### src/rtl/pgse_pkg.sv
// Shared types, constants and helper functions for the grayscale PNG encoder.
// No dependencies; imported by the front, the sequencer and the top level.
`timescale 1ns / 1ps
package pgse_pkg;

	localparam int DIM_W = 13;
	localparam int RAW_W = 26;

	// command passed from the front to the byte sequencer
	typedef struct packed {
		logic [7:0]       pix;
		logic             first;
		logic             col0;
		logic             last;
		logic             tail;
		logic [DIM_W-1:0] w;
		logic [DIM_W-1:0] h;
	} cmd_t;

	typedef struct packed {
		logic [7:0] data;
		logic       last;
		logic       eoi;
	} obyte_t;

	localparam int CMD_W  = $bits(cmd_t);
	localparam int OBYTE_W = $bits(obyte_t);

	localparam logic [16:0] ADLER_MOD = 17'd65521;
	localparam logic [15:0] BLOCK_MAX = 16'hFFFF;
	localparam logic [31:0] CRC_POLY  = 32'hEDB88320;
	localparam logic [31:0] CRC_INIT  = 32'hFFFFFFFF;
	localparam logic [5:0]  RUN_LAST  = 6'd59;

	// file header layout (signature .. zlib header)
	localparam logic [5:0] HDR_IHDR_TYPE = 6'd12;
	localparam logic [5:0] HDR_IHDR_END  = 6'd28;
	localparam logic [5:0] HDR_CRC0      = 6'd29;
	localparam logic [5:0] HDR_LEN0      = 6'd33;
	localparam logic [5:0] HDR_IDAT_TYPE = 6'd37;
	localparam logic [5:0] HDR_LAST      = 6'd42;

	// trailer layout (Adler, IDAT CRC, IEND chunk)
	localparam logic [4:0] TL_CRC0      = 5'd4;
	localparam logic [4:0] TL_IEND_LEN  = 5'd8;
	localparam logic [4:0] TL_IEND_TYPE = 5'd12;
	localparam logic [4:0] TL_CRC1      = 5'd16;
	localparam logic [4:0] TL_LAST      = 5'd19;

	function automatic logic [31:0] crc_byte(input logic [31:0] c, input logic [7:0] b);
		logic [31:0] r;
		r = c ^ {24'd0, b};
		for (int k = 0; k < 8; k++)
			r = r[0] ? ((r >> 1) ^ CRC_POLY) : (r >> 1);
		return r;
	endfunction

	// fixed header bytes; positions filled at run time return zero
	function automatic logic [7:0] hdr_const(input logic [5:0] i);
		logic [7:0] v;
		unique case (i)
			6'd0:  v = 8'd137;
			6'd1:  v = 8'h50;
			6'd2:  v = 8'h4E;
			6'd3:  v = 8'h47;
			6'd4:  v = 8'h0D;
			6'd5:  v = 8'h0A;
			6'd6:  v = 8'h1A;
			6'd7:  v = 8'h0A;
			6'd11: v = 8'd13;
			6'd12: v = 8'h49;
			6'd13: v = 8'h48;
			6'd14: v = 8'h44;
			6'd15: v = 8'h52;
			6'd24: v = 8'd8;
			6'd37: v = 8'h49;
			6'd38: v = 8'h44;
			6'd39: v = 8'h41;
			6'd40: v = 8'h54;
			6'd41: v = 8'h78;
			6'd42: v = 8'h01;
			default: v = 8'h00;
		endcase
		return v;
	endfunction

	function automatic logic [7:0] iend_type(input logic [1:0] i);
		logic [7:0] v;
		unique case (i)
			2'd0: v = 8'h49;
			2'd1: v = 8'h45;
			2'd2: v = 8'h4E;
			default: v = 8'h44;
		endcase
		return v;
	endfunction

endpackage

### src/rtl/png_gray_stored_encoder_top.sv
// Top level of the grayscale PNG encoder with stored deflate blocks.
// Instantiates pgse_front, pgse_fifo (command and output queues) and pgse_back.
`timescale 1ns / 1ps
// Push 8-bit gray pixels in raster order; pop the PNG file one byte a transfer.
// Width and height are sampled at the first pixel of an image. The first pixel
// produces the 43-byte file header followed by a 5-byte stored block header,
// the row filter byte and the pixel; an ordinary pixel costs a command fetch
// plus one byte through the sequencer, a row start one byte more, and each new
// stored block 5 bytes more. The last pixel adds 20 trailer bytes. The sequencer
// sets the throughput: it idles to fetch each command, then one byte per cycle
// while the output queue has room. After the last byte (end_of_image), pixels
// are dropped until reset; a 1x1 image's last 10 bytes come on the next pixel.
module png_gray_stored_encoder_top #(
	parameter int MAX_WIDTH = 4096,
	parameter int MAX_HEIGHT = 4096
) (
	input  logic        clk,
	input  logic        arst_n,
	input  logic        cfg_we,
	input  logic        cfg_index,
	input  logic [12:0] cfg_data,
	input  logic        push,
	output logic        full,
	input  logic [7:0]  pixel,
	output logic        empty,
	input  logic        pop,
	output logic [7:0]  out_byte,
	output logic        last_of_run,
	output logic        end_of_image
);
	import pgse_pkg::*;

	cmd_t   fcmd, bcmd;
	obyte_t bitem, oitem;
	logic   enq, cq_empty, cq_pop, ob_full, ob_push;
	logic [CMD_W-1:0]   bcmd_bits;
	logic [OBYTE_W-1:0] oitem_bits;

	pgse_front #(.MAX_WIDTH(MAX_WIDTH), .MAX_HEIGHT(MAX_HEIGHT)) u_front (
		.clk, .arst_n, .cfg_we, .cfg_index, .cfg_data,
		.accept(push && !full), .pixel, .enq, .cmd(fcmd)
	);

	pgse_fifo #(.W(CMD_W), .DEPTH(4)) u_cq (
		.clk, .arst_n, .push(enq), .wdata(fcmd), .full,
		.pop(cq_pop), .rdata(bcmd_bits), .empty(cq_empty)
	);
	assign bcmd = cmd_t'(bcmd_bits);

	pgse_back u_back (
		.clk, .arst_n, .cmd_avail(!cq_empty), .cmd(bcmd), .cmd_pop(cq_pop),
		.out_full(ob_full), .out_push(ob_push), .out_item(bitem)
	);

	pgse_fifo #(.W(OBYTE_W), .DEPTH(4)) u_oq (
		.clk, .arst_n, .push(ob_push), .wdata(bitem), .full(ob_full),
		.pop, .rdata(oitem_bits), .empty
	);
	assign oitem        = obyte_t'(oitem_bits);
	assign out_byte     = oitem.data;
	assign last_of_run  = oitem.last;
	assign end_of_image = oitem.eoi;

	a_no_ovf: assert property (@(posedge clk) disable iff (!arst_n)
		ob_push |-> !ob_full) else $error("output queue overrun");
	a_cmd_pop: assert property (@(posedge clk) disable iff (!arst_n)
		cq_pop |-> !cq_empty) else $error("command queue underrun");
	a_eoi_last: assert property (@(posedge clk) disable iff (!arst_n)
		(!empty && end_of_image) |-> last_of_run) else $error("end without run end");
endmodule

### src/rtl/pgse_fifo.sv
// Small synchronous queue used between the front, the sequencer and the output.
// Depends on nothing; DEPTH must be a power of two.
`timescale 1ns / 1ps
module pgse_fifo #(
	parameter int W = 8,
	parameter int DEPTH = 4
) (
	input  logic         clk,
	input  logic         arst_n,
	input  logic         push,
	input  logic [W-1:0] wdata,
	output logic         full,
	input  logic         pop,
	output logic [W-1:0] rdata,
	output logic         empty
);
	localparam int AW = (DEPTH > 1) ? $clog2(DEPTH) : 1;

	logic [W-1:0]  mem_q [DEPTH];
	logic [AW-1:0] wp_q, rp_q;
	logic [AW:0]   cnt_q;
	logic          do_push, do_pop;

	assign full    = (cnt_q == (AW+1)'(DEPTH));
	assign empty   = (cnt_q == '0);
	assign do_push = push && !full;
	assign do_pop  = pop && !empty;
	assign rdata   = mem_q[rp_q];

	always_ff @(posedge clk) begin
		if (do_push)
			mem_q[wp_q] <= wdata;
	end

	always_ff @(posedge clk or negedge arst_n) begin
		if (!arst_n) begin
			wp_q  <= '0;
			rp_q  <= '0;
			cnt_q <= '0;
		end else begin
			if (do_push)
				wp_q <= wp_q + AW'(1);
			if (do_pop)
				rp_q <= rp_q + AW'(1);
			cnt_q <= cnt_q + (AW+1)'(do_push) - (AW+1)'(do_pop);
		end
	end
endmodule

### src/rtl/pgse_front.sv
// Front end: configuration registers, size latching, row/column framing.
// Classifies each pixel into a command for the sequencer; uses pgse_pkg.
`timescale 1ns / 1ps
module pgse_front #(
	parameter int MAX_WIDTH = 4096,
	parameter int MAX_HEIGHT = 4096
) (
	input  logic                  clk,
	input  logic                  arst_n,
	input  logic                  cfg_we,
	input  logic                  cfg_index,
	input  logic [12:0]           cfg_data,
	input  logic                  accept,
	input  logic [7:0]            pixel,
	output logic                  enq,
	output pgse_pkg::cmd_t        cmd
);
	import pgse_pkg::*;

	logic [DIM_W-1:0] img_width_q, img_height_q, w_q, h_q;
	logic [DIM_W-1:0] col_q, row_q, w_cl, h_cl, cur_w, cur_h;
	logic             started_q, done_q, tailpend_q;
	logic             end_row, end_img;

	// zero reads as one, oversize clips to the maximum
	always_comb begin
		if (img_width_q == '0)
			w_cl = DIM_W'(1);
		else if (32'(img_width_q) > MAX_WIDTH)
			w_cl = DIM_W'(MAX_WIDTH);
		else
			w_cl = img_width_q;
		if (img_height_q == '0)
			h_cl = DIM_W'(1);
		else if (32'(img_height_q) > MAX_HEIGHT)
			h_cl = DIM_W'(MAX_HEIGHT);
		else
			h_cl = img_height_q;
	end

	assign cur_w   = started_q ? w_q : w_cl;
	assign cur_h   = started_q ? h_q : h_cl;
	assign end_row = (col_q + DIM_W'(1)) == cur_w;
	assign end_img = end_row && ((row_q + DIM_W'(1)) == cur_h);
	assign enq     = accept && (!done_q || tailpend_q);

	always_comb begin
		cmd.pix   = pixel;
		cmd.first = !started_q;
		cmd.col0  = (col_q == '0);
		cmd.last  = end_img;
		cmd.tail  = done_q;
		cmd.w     = cur_w;
		cmd.h     = cur_h;
	end

	always_ff @(posedge clk or negedge arst_n) begin
		if (!arst_n) begin
			img_width_q  <= 13'd128;
			img_height_q <= 13'd64;
			w_q          <= DIM_W'(1);
			h_q          <= DIM_W'(1);
			col_q        <= '0;
			row_q        <= '0;
			started_q    <= 1'b0;
			done_q       <= 1'b0;
			tailpend_q   <= 1'b0;
		end else begin
			if (cfg_we) begin
				if (cfg_index)
					img_height_q <= cfg_data;
				else
					img_width_q <= cfg_data;
			end
			if (accept) begin
				if (done_q) begin
					tailpend_q <= 1'b0;
				end else begin
					if (!started_q) begin
						w_q       <= w_cl;
						h_q       <= h_cl;
						started_q <= 1'b1;
					end
					if (end_row) begin
						col_q <= '0;
						row_q <= row_q + DIM_W'(1);
					end else begin
						col_q <= col_q + DIM_W'(1);
					end
					if (end_img) begin
						done_q     <= 1'b1;
						// only a 1x1 image overruns the burst limit
						tailpend_q <= !started_q;
					end
				end
			end
		end
	end
endmodule

### src/rtl/pgse_back.sv
// Byte sequencer: emits header, stored-block framing, raw data and trailer,
// keeping chunk CRC-32 and Adler-32. Uses pgse_pkg.
`timescale 1ns / 1ps
module pgse_back (
	input  logic                  clk,
	input  logic                  arst_n,
	input  logic                  cmd_avail,
	input  pgse_pkg::cmd_t        cmd,
	output logic                  cmd_pop,
	input  logic                  out_full,
	output logic                  out_push,
	output pgse_pkg::obyte_t      out_item
);
	import pgse_pkg::*;

	typedef enum logic [1:0] {S_IDLE, S_HDR, S_RAW, S_TAIL} state_t;

	state_t           state_q;
	logic [5:0]       hidx_q, run_q;
	logic [4:0]       tidx_q;
	logic [2:0]       bh_q;
	logic             bhdone_q, filt_q, last_q;
	logic [7:0]       pix_q;
	logic [DIM_W-1:0] w_q, h_q;
	logic [RAW_W-1:0] raw_s1, rem_q;
	logic [31:0]      idat_s2, crc_q, crc_inv, adler;
	logic [15:0]      fill_q, alo_q, ahi_q, bn;
	logic [7:0]       byte_c, raw_b;
	logic             crc_on, crc_rst, fin_c, eoi_c, hdr_need, go;
	logic [16:0]      lo_s, hi_s;
	logic [15:0]      lo_n, hi_n;
	logic [9:0]       q0;
	logic [16:0]      r0;
	logic             corr;
	logic [10:0]      blocks;

	assign go       = (state_q != S_IDLE) && !out_full;
	assign cmd_pop  = (state_q == S_IDLE) && cmd_avail;
	assign crc_inv  = ~crc_q;
	assign adler    = {ahi_q, alo_q};
	assign hdr_need = (fill_q == '0) && !bhdone_q;
	assign bn       = (rem_q > RAW_W'(BLOCK_MAX)) ? BLOCK_MAX : rem_q[15:0];
	assign raw_b    = filt_q ? 8'h00 : pix_q;

	// IDAT length = 6 + raw + 5 * ceil(raw / 65535)
	always_comb begin
		q0     = raw_s1[25:16];
		r0     = {1'b0, raw_s1[15:0]} + 17'(q0);
		corr   = r0 >= {1'b0, BLOCK_MAX};
		blocks = 11'(q0) + 11'(corr)
			+ 11'((corr ? (r0 - {1'b0, BLOCK_MAX}) : r0) != '0);
	end

	always_comb begin
		lo_s = {1'b0, alo_q} + 17'(raw_b);
		lo_n = (lo_s >= ADLER_MOD) ? 16'(lo_s - ADLER_MOD) : lo_s[15:0];
		hi_s = {1'b0, ahi_q} + {1'b0, lo_n};
		hi_n = (hi_s >= ADLER_MOD) ? 16'(hi_s - ADLER_MOD) : hi_s[15:0];
	end

	always_comb begin
		byte_c  = 8'h00;
		crc_on  = 1'b0;
		crc_rst = 1'b0;
		fin_c   = 1'b0;
		eoi_c   = 1'b0;
		unique case (state_q)
			S_HDR: begin
				crc_on  = ((hidx_q >= HDR_IHDR_TYPE) && (hidx_q <= HDR_IHDR_END))
					|| (hidx_q >= HDR_IDAT_TYPE);
				crc_rst = (hidx_q == HDR_IHDR_TYPE) || (hidx_q == HDR_IDAT_TYPE);
				if (hidx_q == 6'd18)
					byte_c = {3'd0, w_q[12:8]};
				else if (hidx_q == 6'd19)
					byte_c = w_q[7:0];
				else if (hidx_q == 6'd22)
					byte_c = {3'd0, h_q[12:8]};
				else if (hidx_q == 6'd23)
					byte_c = h_q[7:0];
				else if ((hidx_q >= HDR_CRC0) && (hidx_q < HDR_LEN0))
					byte_c = crc_inv[8*(3-(hidx_q-HDR_CRC0)) +: 8];
				else if ((hidx_q >= HDR_LEN0) && (hidx_q < HDR_IDAT_TYPE))
					byte_c = idat_s2[8*(3-(hidx_q-HDR_LEN0)) +: 8];
				else
					byte_c = hdr_const(hidx_q);
			end
			S_RAW: begin
				crc_on = 1'b1;
				if (hdr_need) begin
					unique case (bh_q)
						3'd0: byte_c = {7'd0, rem_q <= RAW_W'(BLOCK_MAX)};
						3'd1: byte_c = bn[7:0];
						3'd2: byte_c = bn[15:8];
						3'd3: byte_c = ~bn[7:0];
						default: byte_c = ~bn[15:8];
					endcase
				end else begin
					byte_c = raw_b;
					fin_c  = !filt_q && !last_q;
				end
			end
			S_TAIL: begin
				crc_on  = (tidx_q < TL_CRC0) ||
					((tidx_q >= TL_IEND_TYPE) && (tidx_q < TL_CRC1));
				crc_rst = (tidx_q == TL_IEND_TYPE);
				fin_c   = (tidx_q == TL_LAST);
				eoi_c   = fin_c;
				if (tidx_q < TL_CRC0)
					byte_c = adler[8*(3-tidx_q[1:0]) +: 8];
				else if (tidx_q < TL_IEND_LEN)
					byte_c = crc_inv[8*(3-tidx_q[1:0]) +: 8];
				else if (tidx_q < TL_IEND_TYPE)
					byte_c = 8'h00;
				else if (tidx_q < TL_CRC1)
					byte_c = iend_type(tidx_q[1:0]);
				else
					byte_c = crc_inv[8*(3-tidx_q[1:0]) +: 8];
			end
			default: ;
		endcase
	end

	assign out_push      = go;
	assign out_item.data = byte_c;
	assign out_item.last = fin_c || (run_q == RUN_LAST);
	assign out_item.eoi  = eoi_c;

	always_ff @(posedge clk) begin
		raw_s1  <= RAW_W'(h_q) * RAW_W'({1'b0, w_q} + 14'd1);
		idat_s2 <= 32'd6 + 32'(raw_s1) + 32'(blocks) * 32'd5;
	end

	always_ff @(posedge clk or negedge arst_n) begin
		if (!arst_n) begin
			state_q  <= S_IDLE;
			hidx_q   <= '0;
			tidx_q   <= '0;
			run_q    <= '0;
			bh_q     <= '0;
			bhdone_q <= 1'b0;
			filt_q   <= 1'b0;
			last_q   <= 1'b0;
			pix_q    <= '0;
			w_q      <= DIM_W'(1);
			h_q      <= DIM_W'(1);
			rem_q    <= '0;
			fill_q   <= '0;
			alo_q    <= 16'd1;
			ahi_q    <= '0;
			crc_q    <= CRC_INIT;
		end else begin
			if (cmd_pop) begin
				run_q  <= '0;
				pix_q  <= cmd.pix;
				filt_q <= cmd.col0;
				last_q <= cmd.last;
				if (cmd.tail) begin
					state_q <= S_TAIL;
				end else if (cmd.first) begin
					state_q <= S_HDR;
					hidx_q  <= '0;
					w_q     <= cmd.w;
					h_q     <= cmd.h;
					fill_q  <= '0;
					alo_q   <= 16'd1;
					ahi_q   <= '0;
				end else begin
					state_q <= S_RAW;
				end
			end
			if (go) begin
				run_q <= run_q + 6'd1;
				if (crc_on)
					crc_q <= crc_byte(crc_rst ? CRC_INIT : crc_q, byte_c);
				unique case (state_q)
					S_HDR: begin
						hidx_q <= hidx_q + 6'd1;
						if (hidx_q == HDR_LAST) begin
							state_q <= S_RAW;
							rem_q   <= raw_s1;
						end
					end
					S_RAW: begin
						if (hdr_need) begin
							if (bh_q == 3'd4) begin
								bh_q     <= '0;
								bhdone_q <= 1'b1;
							end else begin
								bh_q <= bh_q + 3'd1;
							end
						end else begin
							bhdone_q <= 1'b0;
							alo_q    <= lo_n;
							ahi_q    <= hi_n;
							fill_q   <= (fill_q == BLOCK_MAX - 16'd1) ? '0 : fill_q + 16'd1;
							if (rem_q != '0)
								rem_q <= rem_q - RAW_W'(1);
							if (filt_q) begin
								filt_q <= 1'b0;
							end else if (last_q) begin
								state_q <= S_TAIL;
								tidx_q  <= '0;
							end else begin
								state_q <= S_IDLE;
							end
						end
					end
					S_TAIL: begin
						tidx_q <= tidx_q + 5'd1;
						// end of image or burst limit reached: go idle; after the burst limit the next pixel resumes
						if (fin_c || (run_q == RUN_LAST))
							state_q <= S_IDLE;
					end
					default: ;
				endcase
			end
		end
	end
endmodule
### config.mk
export PLATFORM = sky130hd
export DESIGN_NAME = png_gray_stored_encoder_top
export DESIGN_NICKNAME = d
export VERILOG_FILES = /design/src/rtl/pgse_pkg.sv /design/src/rtl/png_gray_stored_encoder_top.sv /design/src/rtl/pgse_fifo.sv /design/src/rtl/pgse_front.sv /design/src/rtl/pgse_back.sv
export SDC_FILE = /design/constraint.sdc
export NUM_CORES = 2
export LEC_CHECK = 0
export BUFFER_PORTS_ARGS = -buffer_cell sky130_fd_sc_hd__buf_2
export CORE_ASPECT_RATIO = 0.7
export CORE_UTILIZATION = 38
export DETAILED_ROUTE_END_ITERATION = 8
export SKIP_LAST_GASP = 1
export SLEW_MARGIN = 20
export SYNTH_ARGS = -nofsm -noshare
export SYNTH_HDL_FRONTEND = slang
export SYNTH_SLANG_ARGS = --single-unit
### constraint.sdc
create_clock -name clk -period 14 [get_ports clk]
set_clock_uncertainty 0.05 [all_clocks]
set_input_delay 2.8 -clock clk [delete_from_list [all_inputs] [get_ports clk]]
set_output_delay 2.8 -clock clk [all_outputs]
set_load 0.03 [all_outputs]
; ---- Word level (Yosys, flattened, before mapping)
; Memory sizes are Yosys's and may differ from the RTL's.
; Cells that the tools add are included.
[totals]
rom_bits = 512
reg_bits = 318
output_inout_bits = 12
ramBits = 192
latch_bits = 0
memories = 3
[memory_table]
columns = name, words, word_bits, read_ports, rd_clocked_by_memory_dff, wr, line_no
row1 = (no name shown), 64, 8, 1, 0, 0, pgse_pkg.sv:61  ; unique case (i)
row2 = u_cq.mem_q, 4, 38, 1, 0, 1, pgse_fifo.sv:19  ; logic [W-1:0] mem_q [DEPTH];
row3 = u_oq.mem_q, 4, 10, 1, 0, 1, pgse_fifo.sv:19
[classes]
div = 0
addsub = 32
magnitude_cmp = 19
shift = 4
multipliers = 2
n_reduce_logical = 56
muxes = 100
eq_ne = 30
bitwise = 15
[op_table]
columns = operator, n
row1 = $mux W16, 22
row2 = $mux W32, 9
row3 = $shiftx A32 B33 Y8, 4
row4 = $not A13 Y14, 8
row5 = $mux W8, 12
row6 = $mux W13, 7
row7 = $mux W26, 3
row8 = $sub A2 B29 Y29 const A, 2
row9 = $pmux W26 S2, 1
row10 = $ge A17 B16 Y1 const B, 3
row11 = $mux W6, 7
row12 = $logic_not A13 Y1, 3
row13 = $add A32 B14 Y32, 1
row14 = $not A32 Y32, 1
row15 = $pmux W8 S4, 1
row16 = $sub A16 B16 Y16 const B, 2
row17 = $xor A32 B8 Y32, 1
row18 = $add A3 B26 Y27 const A, 1
row19 = $add A13 B1 Y13 const B, 2
row20 = $eq A13 B13 Y1, 2
row21 = $gt A13 B13 Y1 const B, 2
row22 = $gt A26 B16 Y1 const B, 1
row23 = $le A26 B16 Y1 const B, 1
row24 = $mul A13 B26 Y26, 1
row25 = other kinds (66), 161

; ---- Depth between registers and ports, before layout
[logic_depth]
word_depth = 27
mapped_depth = 39

; ---- Hierarchy
; From an unflattened synthesis, not the netlist that was laid out.
[unflattened]
hier_cells = 3456
area_unflattened_um2 = 35273.8
[modules_own_cells]
columns = module, cells_per_inst, seq_area_each_um2, n_inst, area_per_inst_um2
row1 = pgse_back, 2637, 5233.8, 1, 22638.0
row2 = pgse_fifo (u_cq), 240, 4739.5, 1, 6003.3
row3 = pgse_front, 484, 2031.9, 1, 4695.8
row4 = pgse_fifo (u_oq), 93, 1376.3, 1, 1919.3
row5 = png_gray_stored_encoder_top, 2, 0.0, 1, 17.5

; ---- Worst setup path before layout
; OpenSTA, ideal clock, no wires.
[synth_path]
path_type = flip-flop to flip-flop
start = register u_back.raw_s1[5]
end = register u_back.idat_s2[15]
setup_ns = 0.072
period_less_slack_ns = 8.251
path_stages_with_launch = 39
arrival_ns = 8.130
n_path_buf = 2
required_time_ns = 13.878
slack_ns = 5.749
path_cell_list = dfxtp_1 -> ha_1 -> buf_2 -> or4_4 -> inv_1 -> nand3_1 -> or4_1 -> o211ai_1 -> or3b_1 -> or3_1 -> nor2_1 -> ha_1 -> a31oi_1 -> o31a_1 -> or3_1 -> clkbuf_1 -> mux2i_1 -> a221oi_1 -> (+3 left out) -> nand2_1 -> xnor2_1 -> ha_1 -> inv_1 -> fa_1 -> inv_1 -> ha_1 -> a21o_1 -> a21oi_1 -> o21bai_1 -> a21oi_1 -> o21ai_0 -> nand2_1 -> a21oi_1 -> o41a_1 -> nor2b_1 -> o21ai_0 -> xor2_1
[synth_between]
elab_chain_cells = 7
word_cells_on_any_way = 10
[synth_lines]
columns = element, line_no
row1 = "start, declared", pgse_back.sv:25  ; logic [RAW_W-1:0] raw_s1, rem_q;
row2 = "start signal, assigned", pgse_back.sv:129  ; raw_s1 <= RAW_W'(h_q) * RAW_W'({1'b0, w_q} + 14'd1);
row3 = branches (longest 6 deep; another with $add A16 B10 Y17), -
row4 = $add A32 B14 Y32 (*), pgse_back.sv:130  ; idat_s2 <= 32'd6 + 32'(raw_s1) + 32'(blocks) * 32'd5;
row5 = "end signal, assigned", pgse_back.sv:130
row6 = "end, declared", pgse_back.sv:26  ; logic [31:0] idat_s2, crc_q, crc_inv, adler;
; Every way passes the cells marked *.
; A chain may end at the register's enable or synchronous reset.

; ---- Worst setup path after layout
[layout_path]
start = register u_back.raw_s1[18]
end = register u_back.idat_s2[15]
[layout_between]
elab_chain_cells = 7
word_cells_on_any_way = 9
[layout_lines]
columns = element, line_no
row1 = branches (longest 4 deep; another with $add A16 B10 Y17), -
row2 = $add A11 B1 Y11 (*), pgse_back.sv:51  ; + 11'((corr ? (r0 - {1'b0, BLOCK_MAX}) : r0) != '0);
row3 = $mul A11 B3 Y14 (*), pgse_back.sv:130
row4 = $add A32 B14 Y32 (*), pgse_back.sv:130
; Marks and branches as above.

==> flow_metrics.env <==
export IMPL_status="completed"
export IMPL_grt_ovfl_total=0
export IMPL_cpPeakStageDelay_ns=0.59
export IMPL_synth_commonest_cells="438 x nand2_1, 277 x inv_1, 221 x dfrtp_1"
export IMPL_cts_tree="yes"
export IMPL_avgViaCountPerCell=5.47
export IMPL_final_max_slew_viol_count=0
export IMPL_avgSynthCellArea_um2=10.0
export IMPL_hold_class="reg2reg"
export IMPL_post_cts_resized=0
export IMPL_portBuffers=38
export IMPL_async_reset_ff_share_pct=51.4
export IMPL_seq_area_um2=13400
export IMPL_hpwl_mm=67.2
export IMPL_ys_seq_area_share_pct=38.0
export IMPL_crit_path_max_fanout=10
export IMPL_place_ws_ns=4.86
export IMPL_via_count=26000
export IMPL_period_needed_ns=9.30
export IMPL_finalWirelength_mm=91.8
export IMPL_yosysMostFrequentCell="nand2_1"
export IMPL_startpoint_type="flip-flop"
export IMPL_drc=0
export IMPL_finalInstanceArea_um2=38400
export IMPL_slew_headroom_pct=28.6
export IMPL_crit_required_ns=14.48
export IMPL_core_area_um2=91900
export IMPL_dr_pass1_iters=5
export IMPL_gp_congestion=0.899
export IMPL_die_area_um2=94000
export IMPL_cts_clk_slew_worst_paths_ns=0.06
export IMPL_synth_top_cells_by_area="edfxtp_1 16%, dfrtp_1 16%, fa_1 8.4%, ha_1 6.3%, mux4_2 4.9%"
export IMPL_cts_hold_buf=0
export IMPL_wire_per_inst_um=19.3
export IMPL_dr_first_iter_drc_count=2352
export IMPL_die_h_um=257
export IMPL_post_route_period_util_pct=66.4
export IMPL_nets=3832
export IMPL_ctsHtreeMaxLevel=2
export IMPL_multiInputGateArea_um2=20200
export IMPL_netlist_area_um2=35200
export IMPL_clock_latency_ns=0.64
export IMPL_yosys_area_top_type="edfxtp_1"
export IMPL_synth_ff_type="dfrtp_1"
export IMPL_rsz0062_at_grt="false"
export IMPL_ios=39
export IMPL_cts_root_buf="clkbuf_16"
export IMPL_start_util_pct=38.3
export IMPL_yosysUniqueCellTypes=95
export IMPL_layout_drive_gt1_share_pct=11.3
export IMPL_die_w_um=366
export IMPL_antenna_found_initial=5
export IMPL_hold_viol=0
export IMPL_fillers=8937
export IMPL_synth_cells=3524
export IMPL_synth_nets=3874
export IMPL_post_cts_buffers=0
export IMPL_finalSetupViolCount=0
export IMPL_grt_total_usage_pct=19.5
export IMPL_numCtsBuffers=50
export IMPL_antenna_cells=0
export IMPL_cts_sinks=506
export IMPL_tightestPinTransition_ns=1.07
export IMPL_synth_edf_count=192
export IMPL_maxCapViolCount=0
export IMPL_num_rows=93
export IMPL_slowest_stage="dfxtp_1"
export IMPL_arrival_ns=9.78
export IMPL_ant_nets=0
export IMPL_first_global_vias=24800
export IMPL_fin_tns_setup_ns=0
export IMPL_yosysTopAreaCellShare_pct=16.4
export IMPL_synth_seq_cells=506
export IMPL_yosys_warnings=0
export IMPL_hold_slack_ns=0.412
export IMPL_syn_to_final_growth_pct=8.95
export IMPL_critPathKind="reg2reg"
export IMPL_clock_fmax_mhz=108
export IMPL_dpl_instance_area_um2=36700
export IMPL_clockBufferDepth=3
export IMPL_grt_first_pass_wirelength_mm=147
export IMPL_grt_max_degree=97
export IMPL_worst_slack_ns=4.70
export IMPL_endpoint_kind="flip-flop"
-- layout make-up --
type	instances	share of cell area, %
Clock buffer	58	3.36
Timing Repair Buffer	80	1.35
Tap cell	1235	4.03
Clock inverter	36	1.10
Multi-Input combinational cell	2564	52.5
Inverter	280	2.74
Sequential cell	506	34.9
-- layout by cell type, fill, tap and decap left out, types with 33 or more instances in the layout --
cell       instances
mux4_2            77
nand2_1          438
and2_1            71
nand4_1           33
o21ai_0          196
nor2_1           208
edfxtp_1         192
clkbuf_16         50
a21oi_1          117
mux2_2            57
nor2b_1           41
nor4_1            35
buf_4             41
xnor2_1          185
dfrtp_1          219
dfstp_2           39
ha_1             176
buf_2             37
nor3_1            84
and3_1            33
inv_1            277
nand3_1           87
dfxtp_1           54
fa_1             147
xor2_1            81
-- per-stage QoR --
step                      std cells  util (%)
after floorplan                3524         -
after global placement         4665      39.9
after detailed placement       4665      39.9
after CTS                      4759      41.8
after global routing           4759      41.8
final                          4759      41.8
-- sequential cells by signal, indices dropped and copies added (netlist names), 16 cells and up --
name            cells
u_back.rem_q       26
u_back.crc_q       32
u_back.fill_q      16
u_back.idat_s2     28
u_back.raw_s1      26
u_oq.mem_q         40
u_back.alo_q       16
u_back.ahi_q       16
u_cq.mem_q        152
-- critical path, delay by kind of cell, from the launching register on --
kind,cells,cell delay (ns)
AO/OA/AOI/OAI,16,3.68
multiplexers,1,0.15
adder cells (fa/ha/maj),6,2.11
AND/OR/NAND/NOR,9,2.24
flip-flops,1,0.59
XOR/XNOR,2,0.31
buffers and inverters,2,0.09
-- metal layers --
layer | GRT usage, % | up-vias | routed length (um)
li1 | - | 12300 | -
met1 | 32.1 | 12800 | 47500
met2 | 26.4 | 856 | 36400
met3 | 3.08 | 83 | 6760
met4 | 3.42 | 0 | 1170
met5 | 0 | - | 0
-- cells by family (layout without fill, tap and decap cells) --
logic type / Yosys count / in the layout / synth area share, %
AOI/OAI and AO/OA: 631 / 631 / 11.6
xor gates and xnor gates: 283 / 283 / 7.60
adders and majority gates: 324 / 324 / 14.6
buffers and inverters: 454 / 454 / 4.92
DFF: 506 / 506 / 38.0
muxes: 150 / 150 / 7.20
other: 1 / 1 / 0.0106
and+or+nand+nor: 1175 / 1175 / 16.0
-- path summary, 6_finish.rpt --
| check | start | endpoint | slack (ns) | depth (start not counted) |
|---|---|---|---|---|
| hold reg to reg | u_front.w_q[0] | u_front.w_q[0] | 0.41 | 2 |
| max in group asynchronous | arst_n | u_front.h_q[2] | 9.74 | 3 |
| setup / recovery | u_back.raw_s1[18] | u_back.idat_s2[15] | 4.70 | 36 |
| min in group asynchronous | arst_n | u_back.rem_q[24] | 2.17 | 1 |
| hold / removal | u_front.w_q[0] | u_front.w_q[0] | 0.41 | 2 |
| setup reg to reg | u_back.raw_s1[18] | u_back.idat_s2[15] | 4.70 | 36 |
Power is left out: the tool's default activity adds up to more than one toggle a clock period on the data nets, which glitch-free logic cannot reach.
